## config.mk

```make
export PLATFORM = sky130hd
export DESIGN_NAME = integer_to_radix_digits
export DESIGN_NICKNAME = d
export VERILOG_FILES = /design/src/itrd_pkg.sv /design/src/itrd_div_step.sv /design/src/itrd_digit_store.sv /design/src/integer_to_radix_digits.sv
export SDC_FILE = /design/constraint.sdc
export NUM_CORES = 1
export LEC_CHECK = 0
export CORE_ASPECT_RATIO = 0.8
export CORE_MARGIN = 3
export CORE_UTILIZATION = 35
export DETAILED_ROUTE_END_ITERATION = 7
export DONT_BUFFER_PORTS = 1
export MAX_ROUTING_LAYER = met4
export PLACE_DENSITY = 0.58
export SLEW_MARGIN = 40
export SYNTH_ARGS = -nofsm -noshare
export SYNTH_HDL_FRONTEND = slang
export SYNTH_SLANG_ARGS = --single-unit
```

## constraint.sdc

```tcl
create_clock -name clk -period 32.4 [get_ports clk]
set_input_delay 6.48 -clock clk [delete_from_list [all_inputs] [get_ports clk]]
set_output_delay 6.48 -clock clk [all_outputs]
set_load 0.02 [all_outputs]
```

## src/itrd_pkg.sv

```systemverilog
`timescale 1ns / 1ps

package itrd_pkg;

  localparam int VALUE_BITS_DEF = 31;
  localparam int MAX_DIGITS_DEF = 31;

  // long-division bits retired per cycle by the shared divide unit
  localparam int STEP_BITS = 8;
  localparam int BYTE_BITS = 8;

  localparam int RADIX_W = 6;
  localparam int CHAR_W  = 7;
  localparam int OUT_W   = 8;

  localparam logic [RADIX_W-1:0] RADIX_RESET = 6'd10;
  localparam logic [RADIX_W-1:0] RADIX_MIN   = 6'd2;
  localparam logic [RADIX_W-1:0] RADIX_MAX   = 6'd36;
  localparam logic [RADIX_W-1:0] DEC_DIGITS  = 6'd10;

  localparam logic [CHAR_W-1:0] ASCII_ZERO = 7'd48;
  localparam logic [CHAR_W-1:0] ASCII_A    = 7'd65;

  typedef enum logic [3:0] {
    ST_IDLE = 4'b0001,
    ST_DIV  = 4'b0010,
    ST_RD   = 4'b0100,
    ST_OUT  = 4'b1000
  } state_t;

  function automatic logic [RADIX_W-1:0] sat_radix(input logic [RADIX_W-1:0] r);
    logic [RADIX_W-1:0] res;
    if (r < RADIX_MIN) begin
      res = RADIX_MIN;
    end else if (r > RADIX_MAX) begin
      res = RADIX_MAX;
    end else begin
      res = r;
    end
    return res;
  endfunction

  function automatic logic [CHAR_W-1:0] digit_ascii(input logic [RADIX_W-1:0] d);
    logic [CHAR_W-1:0] dw;
    logic [CHAR_W-1:0] res;
    dw = {1'b0, d};
    if (d < DEC_DIGITS) begin
      res = ASCII_ZERO + dw;
    end else begin
      res = ASCII_A + dw - {1'b0, DEC_DIGITS};
    end
    return res;
  endfunction

endpackage

```

## src/itrd_div_step.sv

```systemverilog
`timescale 1ns / 1ps

// Shared divide unit: long division of one chunk by the radix, with the
// running remainder from the more significant chunks.
module itrd_div_step (
  input  logic [itrd_pkg::RADIX_W-1:0]   radix,
  input  logic [itrd_pkg::RADIX_W-1:0]   rem_in,
  input  logic [itrd_pkg::STEP_BITS-1:0] dvd,
  output logic [itrd_pkg::STEP_BITS-1:0] quo,
  output logic [itrd_pkg::RADIX_W-1:0]   rem_out
);
  import itrd_pkg::*;

  always_comb begin
    logic [RADIX_W-1:0] r;
    logic [RADIX_W:0]   trial;
    r   = rem_in;
    quo = '0;
    // r stays below radix, so the shifted trial fits in RADIX_W+1 bits
    for (int i = STEP_BITS - 1; i >= 0; i--) begin
      trial = {r, dvd[i]};
      if (trial >= {1'b0, radix}) begin
        r      = RADIX_W'(trial - {1'b0, radix});
        quo[i] = 1'b1;
      end else begin
        r = RADIX_W'(trial);
      end
    end
    rem_out = r;
  end

endmodule

```

## src/itrd_digit_store.sv

```systemverilog
`timescale 1ns / 1ps

// Digit buffer, least significant digit at address 0; registered read.
module itrd_digit_store #(
  parameter int MAX_DIGITS = itrd_pkg::MAX_DIGITS_DEF,
  localparam int AW = $clog2(MAX_DIGITS)
) (
  input  logic                         clk,
  input  logic                         wr_en,
  input  logic [AW-1:0]                wr_addr,
  input  logic [itrd_pkg::RADIX_W-1:0] wr_data,
  input  logic [AW-1:0]                rd_addr,
  output logic [itrd_pkg::RADIX_W-1:0] rd_data
);
  import itrd_pkg::*;

  logic [RADIX_W-1:0] mem [MAX_DIGITS];

  always_ff @(posedge clk) begin
    if (wr_en) begin
      mem[wr_addr] <= wr_data;
    end
    rd_data <= mem[rd_addr];
  end

endmodule

```

## src/integer_to_radix_digits.sv

```systemverilog
`timescale 1ns / 1ps

// Converts each accepted value to ASCII digits in the configured radix
// (2..36; register values 0..1 act as 2, 37..63 as 36), most significant
// digit first, no leading zeros, zero as a single '0', tlast on the final
// character. The radix register may only be written while the block is idle.
// One value is converted at a time and s_tready is low until its last
// character sits in the output register. Each digit comes from a divide unit
// that retires 8 dividend bits per cycle, starting at the top 8-bit chunk
// for the first digit and, for each further digit, at the highest nonzero
// chunk of the running quotient; every character is then read from the
// digit buffer and loaded into the output register.
module integer_to_radix_digits #(
  parameter int VALUE_BITS = itrd_pkg::VALUE_BITS_DEF,
  parameter int MAX_DIGITS = itrd_pkg::MAX_DIGITS_DEF,
  localparam int DATA_W =
    ((VALUE_BITS + itrd_pkg::BYTE_BITS - 1) / itrd_pkg::BYTE_BITS) * itrd_pkg::BYTE_BITS
) (
  input  logic                         clk,
  input  logic                         rst,
  input  logic                         radix_we,
  input  logic [itrd_pkg::RADIX_W-1:0] radix_wdata,
  input  logic                         s_tvalid,
  output logic                         s_tready,
  input  logic [DATA_W-1:0]            s_tdata,   // [VALUE_BITS-1:0] value
  output logic                         m_tvalid,
  input  logic                         m_tready,
  output logic [itrd_pkg::OUT_W-1:0]   m_tdata,   // [6:0] digit_char
  output logic                         m_tlast
);
  import itrd_pkg::*;

  localparam int NCHUNK = DATA_W / STEP_BITS;
  localparam int CIW    = (NCHUNK > 1) ? $clog2(NCHUNK) : 1;
  localparam int CW     = $clog2(MAX_DIGITS + 1);
  localparam int AW     = $clog2(MAX_DIGITS);
  localparam logic [CIW-1:0] TOP_CHUNK   = CIW'(NCHUNK - 1);
  localparam logic [CW-1:0]  DIGIT_LIMIT = CW'(MAX_DIGITS);

  state_t               state;
  logic [RADIX_W-1:0]   radix_cfg;
  logic [RADIX_W-1:0]   base;
  logic [DATA_W-1:0]    quo;
  logic [RADIX_W-1:0]   rem;
  logic [CIW-1:0]       cidx;
  logic [CIW-1:0]       top_idx;
  logic                 nz;
  logic [CW-1:0]        cnt;
  logic [AW-1:0]        rd_addr;

  logic [STEP_BITS-1:0] chunk_in;
  logic [STEP_BITS-1:0] chunk_q;
  logic [RADIX_W-1:0]   rem_out;
  logic [RADIX_W-1:0]   rd_data;
  logic                 qc_nz;
  logic                 digit_end;
  logic                 stop;
  logic [CW-1:0]        cnt_next;
  logic                 wr_en;
  logic                 out_free;
  logic                 out_load;

  assign chunk_in  = quo[int'(cidx) * STEP_BITS +: STEP_BITS];
  assign qc_nz     = |chunk_q;
  assign digit_end = (cidx == '0);
  assign cnt_next  = cnt + 1'b1;
  assign stop      = !(nz || qc_nz) || (cnt_next == DIGIT_LIMIT);
  assign wr_en     = (state == ST_DIV) && digit_end;
  assign out_free  = !m_tvalid || m_tready;
  assign out_load  = (state == ST_OUT) && out_free;
  assign s_tready  = (state == ST_IDLE);

  itrd_div_step u_div (
    .radix   (base),
    .rem_in  (rem),
    .dvd     (chunk_in),
    .quo     (chunk_q),
    .rem_out (rem_out)
  );

  itrd_digit_store #(
    .MAX_DIGITS (MAX_DIGITS)
  ) u_store (
    .clk     (clk),
    .wr_en   (wr_en),
    .wr_addr (cnt[AW-1:0]),
    .wr_data (rem_out),
    .rd_addr (rd_addr),
    .rd_data (rd_data)
  );

  always_ff @(posedge clk) begin
    if (rst) begin
      state     <= ST_IDLE;
      radix_cfg <= RADIX_RESET;
      m_tvalid  <= 1'b0;
    end else begin
      if (radix_we) begin
        radix_cfg <= radix_wdata;
      end
      if (out_load) begin
        m_tvalid <= 1'b1;
      end else if (m_tvalid && m_tready) begin
        m_tvalid <= 1'b0;
      end
      unique case (state)
        ST_IDLE: begin
          if (s_tvalid) begin
            quo   <= DATA_W'(s_tdata[VALUE_BITS-1:0]);
            base  <= sat_radix(radix_cfg);
            cidx  <= TOP_CHUNK;
            rem   <= '0;
            nz    <= 1'b0;
            cnt   <= '0;
            state <= ST_DIV;
          end
        end
        ST_DIV: begin
          quo[int'(cidx) * STEP_BITS +: STEP_BITS] <= chunk_q;
          if (digit_end) begin
            cnt <= cnt_next;
            rem <= '0;
            nz  <= 1'b0;
            if (stop) begin
              rd_addr <= cnt[AW-1:0];
              state   <= ST_RD;
            end else begin
              cidx <= nz ? top_idx : '0;
            end
          end else begin
            rem  <= rem_out;
            cidx <= cidx - 1'b1;
            // remember the highest nonzero quotient chunk for the next digit
            if (!nz && qc_nz) begin
              nz      <= 1'b1;
              top_idx <= cidx;
            end
          end
        end
        ST_RD: begin
          state <= ST_OUT;
        end
        ST_OUT: begin
          if (out_free) begin
            m_tdata <= {{(OUT_W - CHAR_W){1'b0}}, digit_ascii(rd_data)};
            m_tlast <= (rd_addr == '0);
            if (rd_addr == '0) begin
              state <= ST_IDLE;
            end else begin
              rd_addr <= rd_addr - 1'b1;
              state   <= ST_RD;
            end
          end
        end
        default: begin
          state <= ST_IDLE;
        end
      endcase
    end
  end

endmodule

```

Word-level counts from Yosys, hierarchy flattened:

Memories as Yosys holds them, arrays and structs flattened. A register that Yosys moved wholly into a read port is not among the register bits.
Index checks and enable logic that the tools add are counted.

* input bits: 43
* register bits: 78
* output and inout bits: 11
* memories: 1
* bits in writable memories: 186
* word-level logic and storage cells: 135

* mux-type cells: 51
* add/sub/neg operators: 15
* order comparisons: 11
* equality and inequality tests: 12
* shifts and indexed selects: 3
* bitwise logic cells: 2
* reduce and logical (&&, ||, !) cells: 26

Memories
* u_store.mem: words 31, width 6, read ports 1, clocked after memory_dff 1, write ports 1, line itrd_digit_store.sv:17 `logic [RADIX_W-1:0] mem [MAX_DIGITS];`

Operators by type and width (number)
* 6-bit 2-to-1 mux: 11
* 32-bit case mux with 2 select lines: 1
* 7-bit by 6-bit >= comparator with 1-bit output: 8
* 6-bit subtractor: 8
* 5-bit negator with 33-bit output: 1
* 8-bit by 33-bit variable shift with 32-bit output, first input constant: 1
* 8-bit by 33-bit indexed part select with 32-bit output: 1
* 32-bit bitwise mux: 1
* 32-bit 2-to-1 mux: 1
* 32-bit by 6-bit indexed part select with 8-bit output: 1
* 5-bit 2-to-1 mux: 6
* 5-bit case mux with 2 select lines: 2
* 4-bit AND reduction: 5
* 4-bit 2-to-1 mux: 4
* 4-bit case mux with 4 select lines: 1
* 1-bit 2-to-1 mux: 15
* 6-bit case mux with 2 select lines: 1
* 2-bit inequality test, second input constant: 5
* 3-bit AND reduction: 3
* 2-bit 2-to-1 mux: 4
* 8-bit OR reduction: 1
* 6-bit by 6-bit adder with 7-bit output, first input constant: 1
* 7-bit by 6-bit adder with 7-bit output, first input constant: 1
* 7-bit 2-to-1 mux: 1
* other kinds (26): 36

Longest topological paths before layout:

Gate-level depths: netlist of the first run.

* depth after elaboration: 24
* depth in mapped cells: 86
* mapped depth without buffers: 80

By module:

From an unflattened synthesis of the first run, not the netlist that was laid out.

* cell total of the unflattened synthesis: 1024
* area total of the unflattened synthesis: 14082.3 sq um

Modules (own cells, without submodules)
* itrd_digit_store: cells an instance 385, area each 7516.0 sq um, times used 1
* integer_to_radix_digits: cells an instance 283, area each 3769.9 sq um, times used 1
* itrd_div_step: cells an instance 356, area each 2796.4 sq um, times used 1

Worst setup path after synthesis of the first run:

OpenSTA, ideal clock, no wires.

* kind: reg2reg
* start: reg cidx[1]
* end: mem u_store.mem[0][0] (data pin)
* arrival: 17.335 ns
* buffers on the path: 8
* setup time: 0.384 ns
* required time: 32.016 ns
* stages on the path, launching flop included: 82
* setup slack: 14.682 ns
* cells stage by stage: edfxtp_1 -> clkbuf_1 -> mux4_2 -> inv_1 -> ha_1 -> or2b_1 -> a21boi_1 -> o21a_1 -> buf_2 -> mux2_2 -> ha_1 -> and3_1 -> o21ai_1 -> a31oi_1 -> or2_1 -> clkbuf_2 -> nor2_2 -> mux2i_1 -> [... 46 more ...] -> nand2b_1 -> a211o_1 -> nor3b_1 -> o21ai_0 -> o41ai_4 -> a21o_1 -> buf_6 -> mux2i_1 -> ha_1 -> a21o_1 -> a21o_1 -> a21o_1 -> a21o_1 -> a211o_1 -> a21oi_1 -> o211a_1 -> buf_6 -> mux2i_1

* cells in the longest elaborated chain, start to end: 17
* elaborated cells on any way between the ends: 25
* those cells by class: add/sub (8); order compare (8); shift (1); mux (8)

RTL lines
* start: declaration: line integer_to_radix_digits.sv:45 `logic [CIW-1:0] cidx;`
* start signal: assignment: line integer_to_radix_digits.sv:128 `cidx <= nz ? top_idx : '0;`
* start signal: assignment: line integer_to_radix_digits.sv:132 `cidx <= cidx - 1'b1;`
* 32-bit by 6-bit indexed part select with 8-bit output (*): line integer_to_radix_digits.sv:63 `assign chunk_in = quo[int'(cidx) * STEP_BITS +: STEP_BITS];`
* 6-bit subtractor / 7-bit by 6-bit >= comparator with 1-bit output (equally long branches): line itrd_div_step.sv:23, itrd_div_step.sv:22
* 6-bit 2-to-1 mux: line itrd_div_step.sv:22 `if (trial >= {1'b0, radix}) begin`
* 6-bit subtractor / 7-bit by 6-bit >= comparator with 1-bit output (equally long branches): line itrd_div_step.sv:23, itrd_div_step.sv:22
* 6-bit 2-to-1 mux: line itrd_div_step.sv:22
* 6-bit subtractor / 7-bit by 6-bit >= comparator with 1-bit output (equally long branches): line itrd_div_step.sv:23, itrd_div_step.sv:22
* 6-bit 2-to-1 mux: line itrd_div_step.sv:22
* 6-bit subtractor / 7-bit by 6-bit >= comparator with 1-bit output (equally long branches): line itrd_div_step.sv:23, itrd_div_step.sv:22
* [... 2 more ...]
* 6-bit 2-to-1 mux: line itrd_div_step.sv:22
* 6-bit subtractor / 7-bit by 6-bit >= comparator with 1-bit output (equally long branches): line itrd_div_step.sv:23, itrd_div_step.sv:22
* 6-bit 2-to-1 mux: line itrd_div_step.sv:22
* 7-bit by 6-bit >= comparator with 1-bit output / 6-bit subtractor (equally long branches): line itrd_div_step.sv:22, itrd_div_step.sv:23
* 6-bit 2-to-1 mux: line itrd_div_step.sv:22
* 7-bit by 6-bit >= comparator with 1-bit output: line itrd_div_step.sv:22
* 6-bit 2-to-1 mux (*): line itrd_div_step.sv:22
* named net rem_out[0]: line integer_to_radix_digits.sv:53 `logic [RADIX_W-1:0] rem_out;`
* end: declaration: line itrd_digit_store.sv:17

Mark *: on every way through the listed nets, which the timed path passes. The rest lies on a longest branch.

Worst setup path after layout of the first run:

* start: reg base[1]
* end: reg rd_addr[1], enable pin

* cells in the longest elaborated chain, start to end: 22
* elaborated cells on any way between the ends: 36
* those cells by class: add/sub (7); order compare (8); eq/ne (1); mux (15); reduce/logical (5)

RTL lines
* start: declaration: line integer_to_radix_digits.sv:42 `logic [RADIX_W-1:0] base;`
* start signal: assignment: line integer_to_radix_digits.sv:110 `base <= sat_radix(radix_cfg);`
* 6-bit subtractor / 7-bit by 6-bit >= comparator with 1-bit output (equally long branches): line itrd_div_step.sv:23, itrd_div_step.sv:22
* 6-bit 2-to-1 mux: line itrd_div_step.sv:22
* 6-bit subtractor / 7-bit by 6-bit >= comparator with 1-bit output (equally long branches): line itrd_div_step.sv:23, itrd_div_step.sv:22
* 6-bit 2-to-1 mux: line itrd_div_step.sv:22
* 6-bit subtractor / 7-bit by 6-bit >= comparator with 1-bit output (equally long branches): line itrd_div_step.sv:23, itrd_div_step.sv:22
* 6-bit 2-to-1 mux: line itrd_div_step.sv:22
* 6-bit subtractor / 7-bit by 6-bit >= comparator with 1-bit output (equally long branches): line itrd_div_step.sv:23, itrd_div_step.sv:22
* 6-bit 2-to-1 mux: line itrd_div_step.sv:22
* [... 6 more ...]
* 7-bit by 6-bit >= comparator with 1-bit output: line itrd_div_step.sv:22
* 1-bit 2-to-1 mux: line itrd_div_step.sv:22
* 8-bit OR reduction (*): line integer_to_radix_digits.sv:64 `assign qc_nz = |chunk_q;`
* 1-bit logical OR (*): line integer_to_radix_digits.sv:67 `assign stop = !(nz || qc_nz) || (cnt_next == DIGIT_LIMIT);`
* 1-bit zero test (*): line integer_to_radix_digits.sv:67
* 1-bit logical OR (*): line integer_to_radix_digits.sv:67
* 2-bit inequality test (no source line) (*)
* 6-bit AND reduction (no source line) (*)
* end signal: assignment: line integer_to_radix_digits.sv:125 `rd_addr <= cnt[AW-1:0];`
* end signal: assignment: line integer_to_radix_digits.sv:150 `rd_addr <= rd_addr - 1'b1;`
* end: declaration: line integer_to_radix_digits.sv:49 `logic [AW-1:0] rd_addr;`

Every way passes the cells marked *; elsewhere a longest branch is shown, timed or not.
A chain may end at the register's enable or synchronous reset.

==> flow_summary.yaml, run 1 <==
status:
  outcome: "complete, no violations"
logic_synthesis:
  synth.largest_area_cell: "edfxtp_1"
  yosys_most_used_dff: "edfxtp_1"
  synth.distinct_cells: 80
  syn_inst: 1084
  synthTopCellsByArea: "edfxtp_1, ha_1, mux4_2"
  async_flop_share_pct: 0
  mappedNetlistArea_um2: 13910
  syn_avg_cell_area_um2: 12.83
  synth_fp_nets: 1196
  netlist.area_leader.share_pct: 54.61
  synth-edff-count: 253
  synth_warnings: 0
  ys_seq_area_share_pct: 57.06
  ys_ff_latch: 270
clocking:
  insertion_delay_ns: 0.56
  cts_resized: 0
  hold_buffers: 0
  clk_path_buf_depth: 3
  clk_pin_slew_worst_paths_ns: 0.06
  cts-root-buf: "clkbuf_16"
  cts_buffers: 29
  post-cts-setup-buffers: 0
  clock_sinks: 270
  cts_tree: "yes"
  cts_htree_levels: 1
timing:
  relSlewSlack_pct: 41.52
  fin_worst_skew_ns: 0.01904
  period_share_pct: 64.02
  final_max_slew_viol_count: 0
  fmax_mhz: 48.21
  setup_viol_count_final: 0
  fin_ws_ns: 11.66
  rsz0062_at_grt: "no"
  tightest_slew_ns: 0.8662
  hold_viol: 0
  timing.setup.tns_ns: 0
  period_minus_slack_ns: 20.74
drt:
  vias: 8780
  ant_nets: 0
  drt-initial-drc-count: 760
  vias_per_cell: 5.393
  routed_wl_mm: 32.61
  drt-pass1-iter-count: 5
  drcViolationCount: 0
  avgRoutedWirePerCell_um: 20.03
final_layout:
  nNetsFinal: 1190
  ff_latch_area_um2: 7938
  drive_above_1_share_pct: 11.18
  area_delta_synth_final_pct: 10.43
  n_fill_cell: 3715
  multi_input_area_um2: 5650
  antenna_cells: 0
  stdcell_count: 1628
min_path:
  min-delay-start: "radix_cfg[0]"
  holdCritPathClass: "register to register"
  holdPathEnd: "radix_cfg[0]"
  holdPathStages: 2
place:
  dp_hpwl_mm: 22.44
  gp_congestion: 0.8181
  dp_cells: 1575
  pre_cts_slack_ns: 11.70
  io_buffers: 0
floorplanning:
  rows: 64
  die_w_um: 228.9
  initial_core_util_pct: 35.90
  die-area_um2: 42190
  io-pin-count: 54
  coreArea_um2: 38760
  die_h_um: 184.3
global_route:
  grt_pass1_wl_mm: 50.25
  grt_usage_pct: 15.85
  grt_overflow: 0
  antenna_found_initial: 1
  grt_max_degree: 54
  grt_pass1_vias: 8464
critical_path:
  r2r_cells: 76
  rr_endpoint: "rd_addr[1]"
  cp.required_ns: 32.64
  crit_arrival_ns: 20.98
  critPathMaxFanout: 11
  critPathKind: "register to register"
  r2r_slack_ns: 11.66
  crit_slowest_cell: "edfxtp_1"
  cp-start-kind: "register"
  slowest_delay_ns: 0.82
  worst_setup_path_end_kind: "register"
  r2r_start: "base[1]"
flow_run:
  drv_cap: 0
## critical path, delay by kind of cell, from the launching register on
kind,cells,cell delay [ns]
mux,8,3.16
fa+ha+maj,8,2.38
buf+inv,4,0.76
compound gates,35,8.69
simple gates,21,4.63
flops,1,0.82
## worst max-delay path by stage
stage,slack (ns),from,endpoint
5_1_grt,10.05,base[1],rd_addr[2]
4_1_cts,11.60,base[1],rd_addr[1]
3_5_place_dp,11.70,base[1],rd_addr[1]
2_1_floorplan,14.68,cidx[1],u_store.mem[0][0]
3_3_place_gp,11.83,base[1],rem[0]
6_report,11.66,base[1],rd_addr[1]
## logic make-up (layout without fill, tap and decap cells)
logic type / Yosys count / after routing / synth area share [%]
compound gates: 225 / 225 / 10.84
xor+xnor: 31 / 31 / 1.952
fa+ha+maj: 69 / 69 / 6.637
buf+inv: 90 / 106 / 2.644
flops: 270 / 270 / 57.06
mux: 114 / 114 / 11.11
other cells: 1 / 1 / 0.02695
simple gates: 284 / 284 / 9.740
## layer usage
layer / GRT usage (%) / vias up / routed length, µm / share of wire (%)
met1: 23.52 / 4374 / 15970 / 49
met2: 23.04 / 248 / 13990 / 43
li1: - / 4113 / - / -
met3: 2.349 / 45 / 2065 / 6.3
met4: 3.511 / 0 / 583 / 1.8
met5: - / - / 0 / 0
## synth_stat cells, drive strengths merged, types with 12 or more instances
library cell  count
a21o             14
a21oi            33
buf              14
clkbuf           30
dfxtp            17
edfxtp          253
ha               61
inv              44
mux2             25
mux2i            61
mux4             28
nand2            99
nand2b           12
nand3            17
nor2             82
nor2b            18
o21ai            90
o221ai           19
xnor2            18
xor2             13
## per-stage QoR
step	hold WS, ns	instance area [µm²]	utilization [%]
2_1_floorplan	0.4605	13910	-
3_3_place_gp	0.5129	14440	37.25
3_5_place_dp	0.5072	14480	37.35
4_1_cts	0.5266	15350	39.60
5_1_grt	0.5721	15360	39.64
6_report	0.5211	15360	39.64
## registers in the layout, summed over array words and instances (netlist names), 2 cells and up
| signal | flops |
|---|---|
| cidx | 2 |
| base | 6 |
| top_idx | 2 |
| radix_cfg | 6 |
| cnt | 5 |
| u_store.mem | 186 |
| m_tdata | 7 |
| rd_addr | 5 |
| u_store.rd_data | 6 |
| state | 4 |
| rem | 6 |
| quo | 32 |
## layout by cell type, fill, tap and decap left out, types with 4 or more instances in the layout
master and instances:
a211o_1 5, a211oi_1 5, a21o_1 13, a21oi_1 32, a311oi_1 5, a31oi_1 6, and2_1 6, and4_1 5
buf_4 4, clkbuf_1 13, clkbuf_16 29, clkbuf_8 4, clkinv_1 5, dfxtp_1 17, edfxtp_1 253, fa_1 8
ha_1 61, inv_1 44, mux2_2 19, mux2_4 6, mux2i_1 60, mux4_2 28, nand2_1 99, nand2b_1 11
nand3_1 17, nand3b_1 7, nand4_1 5, nor2_1 79, nor2b_1 18, nor3_1 8, o211ai_1 5, o21a_1 8
o21ai_0 86, o221ai_1 16, o22ai_1 4, o31a_1 5, o31ai_1 6, xnor2_1 18, xor2_1 13
## final cells by class
class	instances	share of cell area, %
inverters	46	1.124
flip-flops and latches	270	51.67
well taps	528	4.300
repair buffers	7	0.4398
multi-input cells	724	36.78
clock buffers	46	5.399
clock inverters	7	0.2932
Power of run 1 is left out: the tool's default activity adds up to more than one toggle a clock period on the data nets, which glitch-free logic cannot reach.
==> run 2: changes to the inputs <==
- PLACE_DENSITY: 0.58 -> 0.6
- clock period: 32.4 -> 17.2 ns (I/O delays scaled with it)
==> flow_summary.yaml, run 2 (synthesis gave the netlist of run 1 again) <==
final_layout:
  area_delta_synth_final_pct: 17.84
  final_core_util_pct: 42.30
  nNetsFinal: 1301
  top_register: "u_store.mem"
  design_area_um2: 16390
  n_fill_cell: 3615
  largest_reg_flops: 186
  antenna_cells: 0
  layout_common_cells: "edfxtp_1, buf_4, nand2_1"
  final_common_cell: "edfxtp_1"
  drive_above_1_share_pct: 22.00
  reg_top3: "u_store.mem (186), quo (32), m_tdata (7)"
drt:
  drt-pass1-iter-count: 7
  drt-initial-drc-count: 709
  ant_nets: 0
  routed_wl_mm: 33.54
  avgRoutedWirePerCell_um: 19.31
  vias_per_cell: 5.291
  drcViolationCount: 0
  vias: 9190
global_route:
  antenna_found_initial: 1
  grt_pass1_wl_mm: 51.81
  grt_overflow: 0
  grt_max_degree: 42
  grt_pass1_vias: 9060
  grt_usage_pct: 16.17
clocking:
  insertion_delay_ns: 0.55
  clk_pin_slew_worst_paths_ns: 0.06
  clk_path_buf_depth: 3
  hold_buffers: 0
  cts_tree: "yes"
  cts-root-buf: "clkbuf_16"
  cts_htree_levels: 1
  cts_buffers: 28
  clock_sinks: 270
min_path:
  min-delay-start: "radix_cfg[0]"
  holdPathStages: 2
  holdPathEnd: "radix_cfg[0]"
  holdCritPathClass: "register to register"
place:
  dp_hpwl_mm: 23.17
  io_buffers: 0
  pre_cts_slack_ns: -0.3967
  gp_congestion: 0.8586
  place_area_um2: 15230
critical_path:
  crit_arrival_ns: 16.79
  cp.required_ns: 17.46
  critPathMaxFanout: 5
  r2r_start: "quo[31]"
  rr_endpoint: "rd_addr[1]"
  r2r_cells: 85
  crit_slowest_cell: "mux4_2"
  r2r_slack_ns: 0.67
  worst_setup_path_end_kind: "register"
  cp-start-kind: "register"
  critPathKind: "register to register"
  slowest_delay_ns: 0.56
  crit_path_frequent_cell: "buf_4"
floorplanning:
  die_h_um: 184.3
  die-area_um2: 42190
  coreArea_um2: 38760
  initial_core_util_pct: 35.90
  rows: 64
  die_w_um: 228.9
  io-pin-count: 54
timing:
  period_minus_slack_ns: 16.53
  fmax_mhz: 60.50
  tightest_slew_ns: 0.7996
  relSlewSlack_pct: 46.50
  period_share_pct: 96.10
  setup_viol_count_final: 0
  final_max_slew_viol_count: 0
  hold_viol: 0
  fin_ws_ns: 0.6701
  fin_worst_skew_ns: 0.01315
status:
  outcome: "complete, no violations"
flow_run:
  drv_cap: 0
-- run 2: cell types whose count changed in the layout (fill, tap and decap cells not counted), moves of 4 or more --
cell	before	now
mux2i_2	0	5
clkbuf_8	4	0
buf_4	4	110
clkbuf_1	13	3
mux2i_1	60	54
o21ai_0	86	75
a311oi_1	5	1
clkinv_1	5	13
o21ai_2	1	6
clkinv_2	1	5
o21ai_1	3	9
buf_12	0	7
a311oi_2	0	4
-- run 2: critical path: cells and delay by family (launching register included) --
family	cells	cell delay, ns
and+or+nand+nor	19	3.18
DFF	1	0.40
xor gates and xnor gates	1	0.16
muxes	8	2.34
adders and majority gates	8	2.06
buffers and inverters	22	2.60
AOI/OAI and AO/OA	27	5.56
-- run 2: worst max path at each step --
stage / from / endpoint / slack (ns) / depth (start not counted)
after floorplan: cidx[1] / rd_addr[0] / 0.09 / 83
after global placement: cidx[0] / rd_addr[1] / -0.22 / 77
after detailed placement: cidx[0] / rd_addr[3] / -0.40 / 77
after CTS: cidx[0] / rd_addr[3] / 0.01 / 78
after global routing: cidx[0] / rd_addr[3] / -0.06 / 86
final: quo[31] / rd_addr[1] / 0.67 / 85
-- run 2: what timing repair did --
item / CTS / global route
gates resized for setup: 8 / 47
setup endpoints to repair: 203 / 208
pin swaps: 0 / 33
buffers inserted: 14 / 7
-- run 2: per-stage QoR --
step | setup TNS [ns] | hold slack [ns] | instances
after floorplan | 0 | 0.4605 | 1084
after global placement | -1.369 | 0.5042 | 1666
after detailed placement | -9.407 | 0.5074 | 1666
after CTS | 0 | 0.5252 | 1730
after global routing | -0.3586 | 0.5525 | 1737
final | 0 | 0.5151 | 1737
-- run 2: per-layer routing --
metal / GRT usage [%] / wire length [µm]
met4: 4.389 / 877
met2: 24.29 / 14780
met1: 22.77 / 15830
met3: 2.781 / 2053
met5: - / 0
-- run 2: layout make-up --
class / count / area [µm²] / share of cell area [%]
repair buffers: 119 / 988.4 / 6.029
inverters: 46 / 172.7 / 1.053
well taps: 528 / 660.6 / 4.030
clock inverters: 18 / 83.83 / 0.5113
multi-input cells: 724 / 5814 / 35.47
clock buffers: 32 / 737.0 / 4.495
flip-flops and latches: 270 / 7938 / 48.42
Power of run 2 is left out for the same reason.
==> run 3: changes to the inputs <==
- BUFFER_PORTS_ARGS: not set -> -buffer_cell sky130_fd_sc_hd__buf_2
- DONT_BUFFER_PORTS: 1 -> not set
- PLACE_DENSITY: 0.6 -> 0.61
==> flow_summary.yaml, run 3 (synthesis gave the netlist of run 1 again) <==
status:
  outcome: "complete, no violations"
place:
  place_area_um2: 15440
  io_buffers: 51
  gp_congestion: 0.8475
  dp_hpwl_mm: 23.19
  pre_cts_slack_ns: -0.3735
clocking:
  clk_pin_slew_worst_paths_ns: 0.06
  cts_htree_levels: 1
  hold_buffers: 0
  clk_path_buf_depth: 3
  cts-root-buf: "clkbuf_16"
  cts_buffers: 29
  cts_tree: "yes"
  clock_sinks: 270
  insertion_delay_ns: 0.54
final_layout:
  nNetsFinal: 1347
  final_common_cell: "edfxtp_1"
  final_core_util_pct: 43.10
  antenna_cells: 0
  largest_reg_flops: 186
  n_fill_cell: 3607
  drive_above_1_share_pct: 25.06
  area_delta_synth_final_pct: 20.08
  layout_common_cells: "edfxtp_1, buf_4, nand2_1"
  multi_input_area_um2: 5774
  ff_latch_area_um2: 7938
  reg_top3: "u_store.mem (186), quo (32), m_tdata (7)"
  design_area_um2: 16710
  top_register: "u_store.mem"
flow_run:
  drv_cap: 0
floorplanning:
  die_w_um: 228.9
  initial_core_util_pct: 35.90
  coreArea_um2: 38760
  io-pin-count: 54
  die-area_um2: 42190
  rows: 64
  die_h_um: 184.3
drt:
  routed_wl_mm: 33.39
  drt-pass1-iter-count: 5
  ant_nets: 0
  vias_per_cell: 5.199
  vias: 9281
  drcViolationCount: 0
  avgRoutedWirePerCell_um: 18.71
  drt-initial-drc-count: 745
critical_path:
  critPathMaxFanout: 5
  crit_slowest_cell: "mux4_2"
  critPathKind: "register to register"
  cp-start-kind: "register"
  slowest_delay_ns: 0.55
  cp.required_ns: 17.45
  crit_path_frequent_cell: "buf_4"
  worst_setup_path_end_kind: "register"
  crit_arrival_ns: 16.68
timing:
  period_share_pct: 95.51
  fin_ws_ns: 0.7715
  hold_viol: 0
  hold_ws_ns: 0.4979
  relSlewSlack_pct: 48.03
  final_max_slew_viol_count: 0
  setup_viol_count_final: 0
  period_minus_slack_ns: 16.43
  fin_worst_skew_ns: 0.02184
  fmax_mhz: 60.87
  tightest_slew_ns: 0.7687
global_route:
  grt_max_degree: 57
  grt_usage_pct: 16.14
  grt_overflow: 0
  grt_pass1_vias: 9221
  grt_pass1_wl_mm: 52.36
  antenna_found_initial: 0
min_path:
  holdCritPathClass: "register to register"
==> run 3: area by class of cell <==
class                           count  share of cell area, %
Clock buffer                       32                  4.411
Clock inverter                     21                  1.348
Inverter                           46                  1.034
Multi-Input combinational cell    724                  34.56
Sequential cell                   270                  47.51
Tap cell                          528                  3.954
Timing Repair Buffer              164                  7.175
==> run 3: what timing repair did <==
| item | CTS | global route |
|---|---|---|
| pin swaps | 0 | 36 |
| buffers inserted | 13 | 8 |
| gates resized for setup | 8 | 43 |
| gates cloned | 0 | 0 |
| setup endpoints to repair | 184 | 208 |
==> run 3: routing by layer <==
layer	vias to the layer above	routed length, µm	GRT usage, %
met5	-	0	-
met2	280	14970	24.62
met4	0	482	3.336
met3	37	2142	2.457
li1	4413	-	-
met1	4551	15800	23.03
==> run 3: per-stage QoR <==
| stage | cells | TNS, ns |
|---|---|---|
| final | 1785 | 0 |
| after global routing | 1785 | -0.3699 |
| after CTS | 1777 | 0 |
| after detailed placement | 1711 | -8.974 |
| after global placement | 1711 | -1.192 |
| after floorplan | 1084 | 0 |
==> run 3: worst paths after layout <==
check                    start            to  slack [ns]  cells past startpoint
setup reg to reg       quo[23]    rd_addr[3]        0.77                     84
hold / removal    radix_cfg[0]  radix_cfg[0]        0.50                      2
setup / recovery       quo[23]    rd_addr[3]        0.77                     84
hold reg to reg   radix_cfg[0]  radix_cfg[0]        0.50                      2
==> run 3: critical path, delay by kind of cell (launching register included) <==
| kind | cells | cell delay [ns] |
|---|---|---|
| AO/OA/AOI/OAI | 29 | 5.57 |
| AND/OR/NAND/NOR | 19 | 3.25 |
| buffers and inverters | 21 | 2.47 |
| adder cells (fa/ha/maj) | 8 | 2.25 |
| multiplexers | 7 | 2.16 |
| flip-flops | 1 | 0.40 |
Power of run 3 is left out for the same reason.
